--- src/hdl/sscl_pkg.sv ---
package sscl_pkg;

    localparam int WINDOW_MAX_DEF = 64;
    localparam int TIME_BITS_DEF  = 48;

    localparam int CFG_W      = 7;
    localparam int SLICE_W    = 32;
    localparam int ID_W       = 32;
    localparam int OUT_TIME_W = 48;
    localparam int IN_DATA_W  = SLICE_W + OUT_TIME_W;
    localparam int OUT_DATA_W = ID_W + OUT_TIME_W;

    typedef struct packed {
        logic end_seen;
        logic start_seen;
    } label_flags_t;

endpackage

--- src/hdl/smoothed_state_change_labeler.sv ---
// smoothed state change labeler
// slices come in on the s_ channel: s_tuser holds the raw off flag, s_tdata the
// slice number and the slice time. each accepted transaction gives exactly one
// result transaction on the m_ channel with the acquisition id, the time since
// the latest acquisition start and the start / end marks in m_tuser.
// cfg_data sets the smoothing window length (0 is taken as 1, values above
// WINDOW_MAX are clamped); a write refills the window with ones. cfg_ready is
// always high; write only while no slice is in flight.
// throughput: one slice per cycle unless the output stalls. the window flags live
// in a one-port-read, one-port-write memory; the read is issued when a slice is
// accepted and the entry is written back when that slice moves to the output
// register, with forwarding when the same entry is read in that cycle (window
// length of one). an accepted slice waits in the first-stage registers, and its
// result is registered into the output register when that stage advances.
// when m_tready is low the output register holds, one more slice is taken into
// the first stage, and then s_tready drops until the output drains.
// reset: window length 1, window all ones, acquisition counter zero, no start
// seen yet; both stages empty.
module smoothed_state_change_labeler #(
    parameter int WINDOW_MAX = sscl_pkg::WINDOW_MAX_DEF,
    parameter int TIME_BITS  = sscl_pkg::TIME_BITS_DEF
) (
    input  logic                           clk,
    input  logic                           rst_n,
    input  logic                           s_tvalid,
    output logic                           s_tready,
    input  logic [sscl_pkg::IN_DATA_W-1:0]  s_tdata,  // slice_number, time_in_run
    input  logic [0:0]                     s_tuser,  // trap_off
    output logic                           m_tvalid,
    input  logic                           m_tready,
    output logic [sscl_pkg::OUT_DATA_W-1:0] m_tdata,  // acquisition_id, time_in_acquisition
    output logic [1:0]                     m_tuser,  // start_seen, end_seen
    input  logic                           cfg_valid,
    output logic                           cfg_ready,
    input  logic [sscl_pkg::CFG_W-1:0]     cfg_data
);
    import sscl_pkg::*;

    localparam int AW = (WINDOW_MAX > 1) ? $clog2(WINDOW_MAX) : 1;
    localparam int LW = $clog2(WINDOW_MAX + 1);
    localparam int CW = (LW > CFG_W) ? LW : CFG_W;
    localparam int TW = (TIME_BITS < OUT_TIME_W) ? TIME_BITS : OUT_TIME_W;

    logic [LW-1:0]   window_len_reg;
    logic [LW-1:0]   len_clamped;
    logic [CW-1:0]   cfg_wide;
    logic            cfg_write;
    logic [AW-1:0]   head_reg;
    logic [AW-1:0]   rd_addr;
    logic [AW-1:0]   head_next;
    logic [LW:0]     head_inc;
    logic            accept;
    logic            advance;

    logic            s1_valid_reg;
    logic            s1_flag_reg;
    logic [SLICE_W-1:0] s1_slice_reg;
    logic [TW-1:0]   s1_time_reg;
    logic [AW-1:0]   s1_addr_reg;

    logic            old_flag;
    logic [ID_W-1:0] lab_id;
    logic [TW-1:0]   lab_time;
    label_flags_t    lab_flags;

    logic            out_valid_reg;
    logic [ID_W-1:0] out_id_reg;
    logic [TW-1:0]   out_time_reg;
    label_flags_t    out_flags_reg;

    assign cfg_ready = 1'b1;
    assign cfg_write = cfg_valid && cfg_ready;
    assign cfg_wide  = CW'(cfg_data);

    always_comb
    begin
        if (cfg_wide == '0)
        begin
            len_clamped = LW'(1);
        end
        else if (cfg_wide > CW'(WINDOW_MAX))
        begin
            len_clamped = LW'(WINDOW_MAX);
        end
        else
        begin
            len_clamped = LW'(cfg_wide);
        end
    end

    assign advance  = s1_valid_reg && (!out_valid_reg || m_tready);
    assign s_tready = !s1_valid_reg || advance;
    assign accept   = s_tvalid && s_tready;

    // ring position of the oldest flag
    assign rd_addr   = (LW'(head_reg) >= window_len_reg) ? '0 : head_reg;
    assign head_inc  = (LW + 1)'(rd_addr) + (LW + 1)'(1);
    assign head_next = (head_inc >= (LW + 1)'(window_len_reg)) ? '0 : AW'(head_inc);

    always_ff @(posedge clk or negedge rst_n)
    begin
        if (!rst_n)
        begin
            window_len_reg <= LW'(1);
            head_reg       <= '0;
            s1_valid_reg   <= 1'b0;
            out_valid_reg  <= 1'b0;
        end
        else
        begin
            if (cfg_write)
            begin
                window_len_reg <= len_clamped;
                head_reg       <= '0;
            end
            else if (accept)
            begin
                head_reg <= head_next;
            end
            if (accept)
            begin
                s1_valid_reg <= 1'b1;
            end
            else if (advance)
            begin
                s1_valid_reg <= 1'b0;
            end
            if (advance)
            begin
                out_valid_reg <= 1'b1;
            end
            else if (m_tready)
            begin
                out_valid_reg <= 1'b0;
            end
        end
    end

    always_ff @(posedge clk)
    begin
        if (accept)
        begin
            s1_flag_reg  <= s_tuser[0];
            s1_slice_reg <= s_tdata[SLICE_W-1:0];
            s1_time_reg  <= s_tdata[SLICE_W +: TW];
            s1_addr_reg  <= rd_addr;
        end
        if (advance)
        begin
            out_id_reg    <= lab_id;
            out_time_reg  <= lab_time;
            out_flags_reg <= lab_flags;
        end
    end

    sscl_window_mem #(
        .WINDOW_MAX (WINDOW_MAX),
        .AW         (AW)
    ) u_window (
        .clk      (clk),
        .rst_n    (rst_n),
        .refill   (cfg_write),
        .rd_en    (accept),
        .rd_addr  (rd_addr),
        .wr_en    (advance),
        .wr_addr  (s1_addr_reg),
        .wr_data  (s1_flag_reg),
        .old_flag (old_flag)
    );

    sscl_label #(
        .WINDOW_MAX (WINDOW_MAX),
        .TIME_BITS  (TIME_BITS),
        .LW         (LW),
        .TW         (TW)
    ) u_label (
        .clk                 (clk),
        .rst_n               (rst_n),
        .load_len            (cfg_write),
        .window_len          (cfg_write ? len_clamped : window_len_reg),
        .advance             (advance),
        .flag                (s1_flag_reg),
        .old_flag            (old_flag),
        .slice_number        (s1_slice_reg),
        .time_in_run         (s1_time_reg),
        .acquisition_id      (lab_id),
        .time_in_acquisition (lab_time),
        .flags               (lab_flags)
    );

    assign m_tvalid = out_valid_reg;
    assign m_tdata  = {OUT_TIME_W'(out_time_reg), out_id_reg};
    assign m_tuser  = {out_flags_reg.end_seen, out_flags_reg.start_seen};

endmodule

--- src/hdl/sscl_window_mem.sv ---
module sscl_window_mem #(
    parameter int WINDOW_MAX = sscl_pkg::WINDOW_MAX_DEF,
    parameter int AW         = (WINDOW_MAX > 1) ? $clog2(WINDOW_MAX) : 1
) (
    input  logic          clk,
    input  logic          rst_n,
    input  logic          refill,
    input  logic          rd_en,
    input  logic [AW-1:0] rd_addr,
    input  logic          wr_en,
    input  logic [AW-1:0] wr_addr,
    input  logic          wr_data,
    output logic          old_flag
);
    import sscl_pkg::*;

    logic                  mem [WINDOW_MAX];
    logic [WINDOW_MAX-1:0] valid_reg;
    logic                  rd_data_reg;
    logic                  rd_valid_reg;
    logic                  fwd_hit_reg;
    logic                  fwd_data_reg;

    always_ff @(posedge clk)
    begin
        if (wr_en)
        begin
            mem[wr_addr] <= wr_data;
        end
        if (rd_en)
        begin
            rd_data_reg <= mem[rd_addr];
        end
    end

    // an entry never written since reset or refill reads as one
    always_ff @(posedge clk or negedge rst_n)
    begin
        if (!rst_n)
        begin
            valid_reg    <= '0;
            rd_valid_reg <= 1'b0;
            fwd_hit_reg  <= 1'b0;
            fwd_data_reg <= 1'b0;
        end
        else
        begin
            if (refill)
            begin
                valid_reg <= '0;
            end
            else if (wr_en)
            begin
                valid_reg[wr_addr] <= 1'b1;
            end
            if (rd_en)
            begin
                rd_valid_reg <= valid_reg[rd_addr];
                // write to the same entry in the read cycle is not seen by the array read
                fwd_hit_reg  <= wr_en && (wr_addr == rd_addr);
                fwd_data_reg <= wr_data;
            end
        end
    end

    assign old_flag = fwd_hit_reg  ? fwd_data_reg :
                      rd_valid_reg ? rd_data_reg  : 1'b1;

endmodule

--- src/hdl/sscl_label.sv ---
module sscl_label #(
    parameter int WINDOW_MAX = sscl_pkg::WINDOW_MAX_DEF,
    parameter int TIME_BITS  = sscl_pkg::TIME_BITS_DEF,
    parameter int LW         = $clog2(WINDOW_MAX + 1),
    parameter int TW         = (TIME_BITS < sscl_pkg::OUT_TIME_W) ? TIME_BITS
                                                                   : sscl_pkg::OUT_TIME_W
) (
    input  logic                        clk,
    input  logic                        rst_n,
    input  logic                        load_len,
    input  logic [LW-1:0]               window_len,
    input  logic                        advance,
    input  logic                        flag,
    input  logic                        old_flag,
    input  logic [sscl_pkg::SLICE_W-1:0] slice_number,
    input  logic [TW-1:0]               time_in_run,
    output logic [sscl_pkg::ID_W-1:0]   acquisition_id,
    output logic [TW-1:0]               time_in_acquisition,
    output sscl_pkg::label_flags_t      flags
);
    import sscl_pkg::*;

    logic [LW-1:0]   sum_reg;
    logic [LW-1:0]   sum_next;
    logic            prior_smoothed_reg;
    logic [ID_W-1:0] acq_counter_reg;
    logic            have_start_reg;
    logic [TW-1:0]   last_start_reg;
    logic            smoothed;
    logic            edge_hit;
    logic            early;
    logic [TW-1:0]   tacq_old;

    assign sum_next = sum_reg + LW'(flag) - LW'(old_flag);
    // rounded mean without division
    assign smoothed = ({sum_next, 1'b0} >= {1'b0, window_len});
    assign edge_hit = (smoothed != prior_smoothed_reg);
    assign early    = (slice_number <= SLICE_W'(window_len));
    assign tacq_old = (time_in_run >= last_start_reg) ? (time_in_run - last_start_reg) : '0;

    assign flags.start_seen = edge_hit && !flag;
    assign flags.end_seen   = edge_hit && flag;

    always_comb
    begin
        if (flags.start_seen)
        begin
            acquisition_id      = acq_counter_reg + ID_W'(1);
            time_in_acquisition = early ? time_in_run : '0;
        end
        else if (have_start_reg)
        begin
            acquisition_id      = acq_counter_reg;
            time_in_acquisition = tacq_old;
        end
        else
        begin
            acquisition_id      = '0;
            time_in_acquisition = time_in_run;
        end
    end

    always_ff @(posedge clk or negedge rst_n)
    begin
        if (!rst_n)
        begin
            sum_reg            <= LW'(1);
            prior_smoothed_reg <= 1'b1;
            acq_counter_reg    <= '0;
            have_start_reg     <= 1'b0;
            last_start_reg     <= '0;
        end
        else if (load_len)
        begin
            sum_reg <= window_len;
        end
        else if (advance)
        begin
            sum_reg            <= sum_next;
            prior_smoothed_reg <= smoothed;
            if (flags.start_seen)
            begin
                acq_counter_reg <= acq_counter_reg + ID_W'(1);
                have_start_reg  <= 1'b1;
                last_start_reg  <= early ? '0 : time_in_run;
            end
        end
    end

endmodule

--- config.mk ---
export PLATFORM = sky130hd
export DESIGN_NAME = smoothed_state_change_labeler
export DESIGN_NICKNAME = d
export VERILOG_FILES = /design/src/hdl/sscl_pkg.sv /design/src/hdl/smoothed_state_change_labeler.sv /design/src/hdl/sscl_window_mem.sv /design/src/hdl/sscl_label.sv
export SDC_FILE = /design/constraint.sdc
export NUM_CORES = 1
export LEC_CHECK = 0
export ABC_CLOCK_PERIOD_IN_PS = 5500
export BUFFER_PORTS_ARGS = -buffer_cell sky130_fd_sc_hd__buf_4
export CAP_MARGIN = 10
export CORE_MARGIN = 8
export CORE_UTILIZATION = 50
export CTS_BUF_LIST = sky130_fd_sc_hd__clkbuf_16
export DETAILED_ROUTE_END_ITERATION = 6
export GPL_TIMING_DRIVEN = 0
export PLACE_DENSITY_LB_ADDON = 0.08
export SLEW_MARGIN = 0
export SYNTH_ARGS = -nofsm -noshare
export SYNTH_HDL_FRONTEND = slang
export SYNTH_SLANG_ARGS = --single-unit
--- constraint.sdc ---
create_clock -name clk -period 5.5 [get_ports clk]
set_input_delay 1.1 -clock clk [delete_from_list [all_inputs] [get_ports clk]]
set_output_delay 1.1 -clock clk [all_outputs]
set_load 0.02 [all_outputs]
After elaboration in Yosys (flattened, before gate mapping)
Memories as Yosys holds them, arrays and structs flattened. A register that Yosys moved wholly into a read port is not among the register bits. Cells that the tools add are included.

$add $sub $neg: 5. Bitwise logic cells: 2. Reductions and logical operators: 18. Magnitude comparators: 9. Multiplexer cells: 30. Eq/ne operators: 2.

Operator list (number): two-way mux 48 bit (5); two-way mux 64 bit (2); two-way mux 32 bit (2); OR 64 bit (1); greater-or-equal comparator 48 bit (1); subtractor 48 bit (1); two-way mux 7 bit (5); adder 32 x 1 -> 32 bit, second input constant (1); <= comparator 32 x 7 -> 1 bit (1); two-way mux 6 bit (4); < comparator 6 x 7 -> 1 bit, second input constant (2); two-way mux 1 bit (10); greater-or-equal comparator 8 x 7 -> 1 bit (1); nonzero test 2 bit (4); adder 6 x 1 -> 7 bit, second input constant (1); adder 7 x 1 -> 7 bit (1); greater-or-equal comparator 6 x 7 -> 1 bit (1); greater-or-equal comparator 7 bit (1); > comparator 7 bit, second input constant (1); logical NOT 7 bit (1); subtractor 7 x 1 -> 7 bit (1); binary-select mux 1 bit (select 6 bit) (1); demux 1 bit (select 6 bit) (1); equality test 6 bit (1); 8 further kinds (16).

Input bits: 93. Memories: 1. Bits in writable memories: 64. Output and inout port bits: 85. Bits in registers: 340.

Memory list: u_window.mem (words 64, bits a word 1, read ports 1, clocked after Yosys merged registers in 1, wr ports 1, RTL line sscl_window_mem.sv:17) `logic mem [WINDOW_MAX];`.

Depth between registers and ports, before layout
Gate-level depths: netlist (run 1).

Depth after elaboration: 8. Gate-level depth with buffers: 21. Mapped depth without buffers: 18.

Hierarchy
From an unflattened synthesis (run 1), not the netlist that was laid out.

Cell total of the unflattened synthesis: 1910. Area total of the unflattened synthesis: 20524.7 sq um.

Modules (own cells, without submodules): sscl_label (seq. area each 2229.6 sq um, instances 1, area an instance 8619.5 sq um, cells an instance 1140); smoothed_state_change_labeler (seq. area each 5451.5 sq um, instances 1, area an instance 6137.1 sq um, cells an instance 285); sscl_window_mem (seq. area each 3628.5 sq um, instances 1, area an instance 5768.0 sq um, cells an instance 485).

Least setup slack after synthesis (run 1)
No wires, ideal clock.

Path kind: input-to-reg. From: input m_tready. To: register u_window.fwd_hit_reg. Required time: 5.399 ns. Path slack: 0.830 ns. Arrival time: 4.568 ns. Path buffers: 2. Stages on the path: 7. Path through: nand2b_1 -> nand2_1 -> inv_1 -> clkbuf_1 -> buf_1 -> nand3_1 -> o31ai_1.

Word-level cells in the longest chain between the ends: 4. Elaborated cells on any way between the ends: 5. Those cells by class: reduce/logical: 5.

Ends and longest elaborated chain: from (decl) (RTL line smoothed_state_change_labeler.sv:30) `input logic m_tready,`; logical OR 1 bit (*) (RTL line smoothed_state_change_labeler.sv:91) `assign advance = s1_valid_reg && (!out_valid_reg || m_tready);`; logical AND 1 bit (*) (RTL line smoothed_state_change_labeler.sv:91); named net advance (RTL line smoothed_state_change_labeler.sv:53) `logic advance;`; logical OR 1 bit (RTL line smoothed_state_change_labeler.sv:92) `assign s_tready = !s1_valid_reg || advance;`; logical AND 1 bit (RTL line smoothed_state_change_labeler.sv:93) `assign accept = s_tvalid && s_tready;`; to (signal assigned) (RTL line sscl_window_mem.sv:60) `fwd_hit_reg <= wr_en && (wr_addr == rd_addr);`; to (decl) (RTL line sscl_window_mem.sv:21) `logic fwd_hit_reg;`.

Mark *: on every way through the listed nets, which the timed path passes. The rest lies on a longest branch. A chain may end at the register's enable or synchronous reset.

Worst setup path in the final report (run 1)
From: register head_reg[0]. To: register head_reg[0].

Word-level cells in the longest chain between the ends: 7.

Ends and longest elaborated chain: from (decl) (RTL line smoothed_state_change_labeler.sv:48) `logic [AW-1:0] head_reg;`; from (signal assigned) (RTL line smoothed_state_change_labeler.sv:118) `head_reg <= head_next;`; greater-or-equal comparator 6 x 7 -> 1 bit (RTL line smoothed_state_change_labeler.sv:96) `assign rd_addr = (LW'(head_reg) >= window_len_reg) ? '0 : head_reg;`; two-way mux 6 bit (RTL line smoothed_state_change_labeler.sv:96); named net rd_addr[1] (RTL line smoothed_state_change_labeler.sv:49) `logic [AW-1:0] rd_addr;`; adder 6 x 1 -> 7 bit (RTL line smoothed_state_change_labeler.sv:97) `assign head_inc = (LW + 1)'(rd_addr) + (LW + 1)'(1);`; greater-or-equal comparator 7 bit (RTL line smoothed_state_change_labeler.sv:98) `assign head_next = (head_inc >= (LW + 1)'(window_len_reg)) ? '0 : AW'(head_inc);`; two-way mux 6 bit (RTL line smoothed_state_change_labeler.sv:98); two-way mux 6 bit (RTL line smoothed_state_change_labeler.sv:116) `else if (accept)`; two-way mux 6 bit (RTL line smoothed_state_change_labeler.sv:111) `if (cfg_write)`.

The timed path passes the listed nets, and every way through them passes these cells. The select of a mux whose other input is x is not followed.

==> flow_summary_export.csv, run 1 <==
group,metric,value,unit
run_status,status,"finished clean",
sta,worst_slew_pin_slew,0.9618,ns
setup_path,worst-r2r-cell-count,19,
setup_path,start_kind,"flip-flop",
pwr,p_leak,0.009890,uW
final_layout,multi_input_comb_area,8268,um2
setup_path,rr_startpoint,"head_reg[0]",
setup_path,rrSetupSlack,0.38,ns
setup_path,cp_data_required_time,6.00,ns
logic_synthesis,ys_warn_count,0,
logic_synthesis,syn_area,20360,um2
logic_synthesis,syn_nets,2070,
sta,max_freq,195.4,MHz
pwr,vdd_ir_drop_max,0.3172,mV
global_route,overflow,0,
worst_hold_path,hp-class,"reg -> reg",
global_route,grt_pass1_wl,87120,um
logic_synthesis,ys_async_sr_fraction,42.22,%
clocking,numCtsBuffers,44,
clocking,cts_sinks,405,
pwr,powerDensity,480.1,nW/um2
route,dr.pass1.iters,5,
route,drc,0,
route,routed-via-count,15430,
clocking,cts_tree,"done",
setup_path,crit_end,"head_reg[0]",
route,ant_nets,0,
final_layout,diodes,0,
final_layout,fin_nets,2295,
clocking,hold_buffers,0,
setup_path,regToRegEndpoint,"head_reg[0]",
place,portBuffers,175,
route,wl_per_cell,20.52,um
logic_synthesis,synth_seq_cells,405,
setup_path,startpoint,"head_reg[0]",
sta,skew,0.01901,ns
floorplan,floorplan.rows,74,
global_route,grt_start_max_net_pins,103,
sta,setup_viol,0,
setup_path,cp.arrival,5.61,ns
setup_path,crit_type,"reg -> reg",
final_layout,drive_gt1_share,13.84,%
route,drt_iter0_drc,1165,
floorplan,fp.dieW,217.8,um
final_layout,seqCellArea,11310,um2
clocking,insertion_delay,0.57,ns
final_layout,fill_cells,3548,
logic_synthesis,syn_inst,1894,
global_route,grt_pass1_vias,15800,
run,maxCapViolations,0,
clocking,cts_root_buf,"clkbuf_16",
sta,layout_min_cycle_time,5.119,ns
sta,relSlewSlack,35.88,%
setup_path,crit_path_max_fanout,11,
place,place.gp.congestion,0.9513,
clocking,h-tree-depth,2,
setup_path,critPathCaptureType,"flip-flop",
logic_synthesis,synth_flop_cell,"edfxtp_1",
route,viasPerCell,5.745,
floorplan,boundaryPins,178,
place,dp.cells,2607,
final_layout,synthToLayoutAreaGrowth,16.97,%
global_route,grt.total_usage,23.09,%
floorplan,floorplan.initialDensity,50.19,%
sta,fin_tns_setup,0,ns
floorplan,die_area,47420,um2
clocking,clockBufferDepth,3,
sta,rsz0062_at_grt,"no",
sta,post-route-period-util,93.06,%
clocking,clkTransAtPathRegs,0.06,ns
sta,timing.final.max_slew_violations,0,
logic_synthesis,synth-edff-count,234,
global_route,grt_antenna_before_repair,0,
route,wl,55090,um
logic_synthesis,ys_types,81,
place,dp_hpwl,38870,um
floorplan,core_region_area,40550,um2
floorplan,chipHeight,217.8,um
sta,hold_viol_final,0,
sta,hold_slack,0.4967,ns
logic_synthesis,postSynthAreaPerCell,10.75,um2
logic_synthesis,ys_seq_area_share,55.56,%
final_layout,stdcell_count,2685,
==> critical path: stages (launching register included) <==
cell,delay (ns)
dfrtp_2,0.53
inv_1,0.40
ha_1,0.31
nand2b_1,0.14
a21o_1,0.18
a211o_1,0.30
nand2_1,0.27
clkbuf_2,0.36
and2_1,0.16
buf_2,0.31
ha_1,0.32
ha_1,0.27
a21o_1,0.16
a21o_1,0.17
a21oi_1,0.14
nor2b_1,0.06
o21ai_0,0.14
nand2b_1,0.11
a2111oi_4,0.53
a22o_1,0.19
==> metrics by stage <==
stage                     power, uW  setup WS [ns]  area, um2  utilization (%)
after floorplan                7296         0.8301      20360                -
after global placement         8658         -1.045      22340            55.08
after detailed placement       8704        -0.7310      22480            55.44
after CTS                     11500       0.007948      23800            58.68
after global routing          12110         0.1104      23810            58.71
final                         11430         0.3815      23810            58.71
==> cells in the mapped netlist (all sizes together), types with 32 or more instances <==
| cell | count | area share [%] |
|---|---|---|
| inv | 95 | 1.8 |
| xnor2 | 51 | 2.2 |
| dfrtp | 168 | 21 |
| xor2 | 41 | 1.8 |
| nand3 | 84 | 2.1 |
| o21ai | 142 | 3.5 |
| nand2 | 96 | 1.8 |
| a21oi | 93 | 2.3 |
| mux2i | 32 | 1.6 |
| ha | 81 | 5.0 |
| edfxtp | 234 | 35 |
| a21o | 40 | 1.5 |
| a22o | 53 | 2.3 |
| clkbuf | 64 | 1.2 |
| nor2 | 291 | 5.4 |
==> logic make-up after synthesis <==
| logic type | after synthesis | share of synthesized area, % |
|---|---|---|
| buffers and inverters | 189 | 3.909 |
| XOR/XNOR | 92 | 3.958 |
| AND/OR/NAND/NOR | 612 | 13.66 |
| adder cells (fa/ha/maj) | 84 | 5.225 |
| AO/OA/AOI/OAI | 469 | 15.15 |
| other | 1 | 0.01842 |
| multiplexers | 42 | 2.520 |
| flip-flops | 405 | 55.56 |
==> layer usage <==
metal  global-route usage [%]  part of all wire [%]  vias to the layer above
li1                         -                     -                     7300
met1                    30.38                    43                     7517
met2                    39.24                    49                      490
met3                    3.329                   5.5                      118
met4                    7.053                   2.8                        0
met5                        0                     0                        -
==> area by class of cell <==
cell class	instances	area share (%)
plain buffers	91	1.808
inverters	96	1.524
clock inverters	36	0.8933
flip-flops and latches	405	47.50
clock buffers	44	4.624
well taps	532	2.796
repair buffers	181	6.127
multi-input cells	1300	34.72
==> worst min path at each step <==
stage | startpoint | endpoint | slack [ns] | cells past startpoint
2_1_floorplan | u_label.last_start_reg[0] | u_label.last_start_reg[0] | 0.44 | 2
3_3_place_gp | u_label.last_start_reg[0] | u_label.last_start_reg[0] | 0.45 | 2
3_5_place_dp | u_label.last_start_reg[0] | u_label.last_start_reg[0] | 0.48 | 2
4_1_cts | u_label.last_start_reg[0] | u_label.last_start_reg[0] | 0.49 | 2
5_1_grt | u_window.valid_reg[34] | u_window.valid_reg[34] | 0.51 | 2
6_report | u_label.last_start_reg[0] | u_label.last_start_reg[0] | 0.50 | 2
==> timing repair <==
item / CTS / global route
gates resized for setup: 2 / 2
endpoints found under the setup margin: 6 / 6
buffers inserted: 0 / 0
pin swaps: 0 / 0
==> layout by cell type, fill, tap and decap left out, types with 61 or more instances in the layout <==
master	count
dfrtp_1	167
a21oi_1	91
nand2_1	96
clkbuf_1	61
buf_4	178
ha_1	81
inv_1	110
edfxtp_1	234
nand3_1	84
nor2_1	291
o21ai_0	124
==> where the power goes <==
| part | switching, uW | leakage, uW | internal (uW) |
|---|---|---|---|
| clock | 1210 | 0.000714 | 1540 |
| sequential | 220 | 0.00449 | 3830 |
| combinational | 2770 | 0.00469 | 1860 |
(Power assumes the default switching activity.)
==> inputs of run 2 (changes only) <==
- ABC_AREA: unset -> 1
- ABC_CLOCK_PERIOD_IN_PS: 5500 -> 5900
- CORE_MARGIN: 8 -> unset
- clock period: 5.5 -> 5.9 ns (I/O delays scaled with it)
==> run 2 against run 1 <==
Net effect: setup slack improved by 0.39 ns; core utilization grew 0.16 points; wire length up 22%; via count rose by 24%; clock power shrank 2%; count of clock-buffer cells in the layout up 3; critical path type unchanged; highest routed layer unchanged; combinational power increased by 23%; total power grew 7.2%; non-clock buffer count increased by 13.
==> flow_summary_export.csv, run 2 <==
group,metric,value,unit
run_status,status,"finished clean",
final_layout,fin_nets,3083,
logic_synthesis,synth_seq_cells,405,
setup_path,critPathCaptureType,"flip-flop",
clocking,numCtsBuffers,45,
place,dp.cells,3452,
sta,hold_slack,0.4814,ns
setup_path,worst-r2r-cell-count,22,
global_route,grt_start_max_net_pins,93,
floorplan,core_region_area,44120,um2
route,wl_met1,31030,um
worst_hold_path,hp-class,"reg -> reg",
clocking,cts_resized,0,
logic_synthesis,ys_seq_area_share,50.58,%
route,met3RoutedLength,4656,um
logic_synthesis,syn_area,22360,um2
logic_synthesis,synth_top_area_cell,"edfxtp_1",
pwr,p_switching,5243,uW
pwr,powerDensity,471.5,nW/um2
worst_hold_path,holdPathStages,2,
clocking,hold_buffers,0,
global_route,grt_antenna_before_repair,0,
logic_synthesis,ys_warn_count,0,
logic_synthesis,synth_most_common_cell,"nand2_1",
sta,post-route-period-util,86.85,%
logic_synthesis,synth_top_area_share,31.42,%
route,highest_layer,"met4",
logic_synthesis,synth_flop_cell,"edfxtp_1",
pwr,vdd_ir_drop_max,0.2765,mV
pwr,power.internal,7007,uW
logic_synthesis,postSynthAreaPerCell,8.347,um2
sta,setup_viol,0,
final_layout,final_area,25980,um2
logic_synthesis,synth-edff-count,234,
clocking,h-tree-depth,2,
logic_synthesis,synth_area_leaders,"edfxtp_1 31%, dfrtp_1 19%, nand2_1 11%",
place,place_area,24570,um2
clocking,cts_sinks,405,
global_route,grt_pass1_vias,18660,
setup_path,startpoint,"head_reg[0]",
floorplan,boundaryPins,178,
sta,max_freq,195.2,MHz
route,ant_nets,0,
pwr,p_sw_share,42.80,%
clocking,cts_tree,"done",
setup_path,cp.arrival,5.56,ns
route,wl_met2,29990,um
sta,skew,0.02657,ns
setup_path,rr_startpoint,"head_reg[0]",
final_layout,stdcell_count,3537,
clocking,clockBufferDepth,3,
clocking,insertion_delay,0.60,ns
route,routed-via-count,19170,
worst_hold_path,min_from,"u_label.last_start_reg[6]",
pwr,clkPwrFrac,22.0,%
sta,rsz0062_at_grt,"no",
clocking,postCtsSetupBuffers,0,
logic_synthesis,ys_types,53,
logic_synthesis,ys_async_sr_fraction,42.22,%
sta,worst_slew_pin_slew,0.8989,ns
setup_path,crit_path_max_fanout,11,
place,portBuffers,176,
route,wl_per_cell,19.04,um
floorplan,die_area,45570,um2
floorplan,floorplan.initialDensity,50.68,%
setup_path,crit_type,"reg -> reg",
setup_path,start_kind,"flip-flop",
logic_synthesis,syn_nets,2855,
setup_path,regToRegEndpoint,"head_reg[0]",
global_route,grt.total_usage,29.90,%
global_route,overflow,0,
clocking,clkTransAtPathRegs,0.06,ns
setup_path,rrSetupSlack,0.78,ns
route,dr.pass1.iters,6,
sta,layout_min_cycle_time,5.124,ns
final_layout,drive_gt1_share,11.96,%
sta,timing.final.max_slew_violations,0,
worst_hold_path,hold_end,"u_label.last_start_reg[6]",
route,viasPerCell,5.420,
place,dp_hpwl,49230,um
route,wl,67360,um
sta,hold_viol_final,0,
sta,finalWorstSetupSlack,0.7758,ns
pwr,p_seq_share,31.4,%
sta,fin_tns_setup,0,ns
final_layout,layout_commonest_cell,"nand2_1",
logic_synthesis,syn_inst,2679,
floorplan,fp.dieW,213.5,um
final_layout,synthToLayoutAreaGrowth,16.18,%
place,place.gp.congestion,0.9739,
setup_path,cp_data_required_time,6.34,ns
place,post-place-ws,0.6710,ns
global_route,grt_pass1_wl,103800,um
final_layout,layout_common_cells,"635 x nand2_1, 390 x nor2_1, 314 x inv_1, 248 x nand3_1, 234 x edfxtp_1",
pwr,p_leak,0.01169,uW
sta,relSlewSlack,40.08,%
floorplan,floorplan.rows,77,
route,drt_iter0_drc,1535,
route,drc,0,
clocking,cts_root_buf,"clkbuf_16",
floorplan,chipHeight,213.5,um
run,maxCapViolations,0,
logic_synthesis,synthTopCellsByCount,"635 x nand2_1, 390 x nor2_1, 307 x inv_1, 248 x nand3_1, 234 x edfxtp_1",
pwr,pwr-share-comb,46.6,%
[run 2: layout make-up]
class | instances | area, um2
Fill cell | 4088 | 18150
Sequential cell | 405 | 11310
Multi-Input combinational cell | 1854 | 9346
Timing Repair Buffer | 181 | 1466
Inverter | 316 | 1191
Clock buffer | 47 | 1176
Tap cell | 592 | 740.7
Buffer | 104 | 519.2
Clock inverter | 37 | 226.5
Antenna cell | 1 | 2.502
[run 2: cells by family after synthesis]
logic type                 after synthesis  share of synthesized area [%]
buffers and inverters                  420                          7.626
AOI/OAI and AO/OA                      315                          8.203
xor gates and xnor gates                75                          2.971
adders and majority gates               83                          4.711
and+or+nand+nor                       1380                          25.90
other                                    1                        0.01677
DFF                                    405                          50.58
[run 2: power by group through the flow]
stage	logic, uW	registers, uW	clock network [uW]
5_1_grt	6310	3890	2840
2_1_floorplan	3520	4110	0
6_report	5710	3840	2690
4_1_cts	5670	3840	2740
3_3_place_gp	5570	3900	0
3_5_place_dp	5640	3890	0
[run 2: layer usage]
metal,vias up,GRT usage (%)
met3,118,4.716
met5,-,0
met1,9067,42.61
li1,9277,-
met2,707,46.93
met4,0,9.089
[run 2: worst max path at each step]
stage	endpoint	slack (ns)
final	head_reg[0]	0.78
after CTS	head_reg[0]	0.94
after floorplan	u_window.mem[11]	1.59
after global routing	head_reg[0]	0.57
after detailed placement	out_time_reg[34]	0.67
after global placement	u_window.mem[29]	-0.90
[run 2: worst max-delay path, cell delays in order, from the launching register on]
cell and delay, ns:
dfrtp_1 0.32, clkbuf_1 0.51, inv_1 0.17, ha_1 0.31, nand2_1 0.06, nor2_1 0.05, nand2_1 0.07, clkbuf_1 0.63
nand3_1 0.31, inv_2 0.28, buf_2 0.35, ha_1 0.26, nand2_1 0.07, nand2_1 0.13, inv_1 0.05, ha_1 0.26
o21a_1 0.11, o21a_1 0.11, o21ai_0 0.06, nand2_1 0.06, a21oi_1 0.05, o21ai_0 0.55, o22ai_1 0.17
[run 2: per-stage QoR]
step                total power, uW  util, %
finish                        12250    58.88
global placement               9474    55.35
floorplan                      7628        -
detailed placement             9528    55.69
CTS                           12250    58.87
global route                  13040    58.87
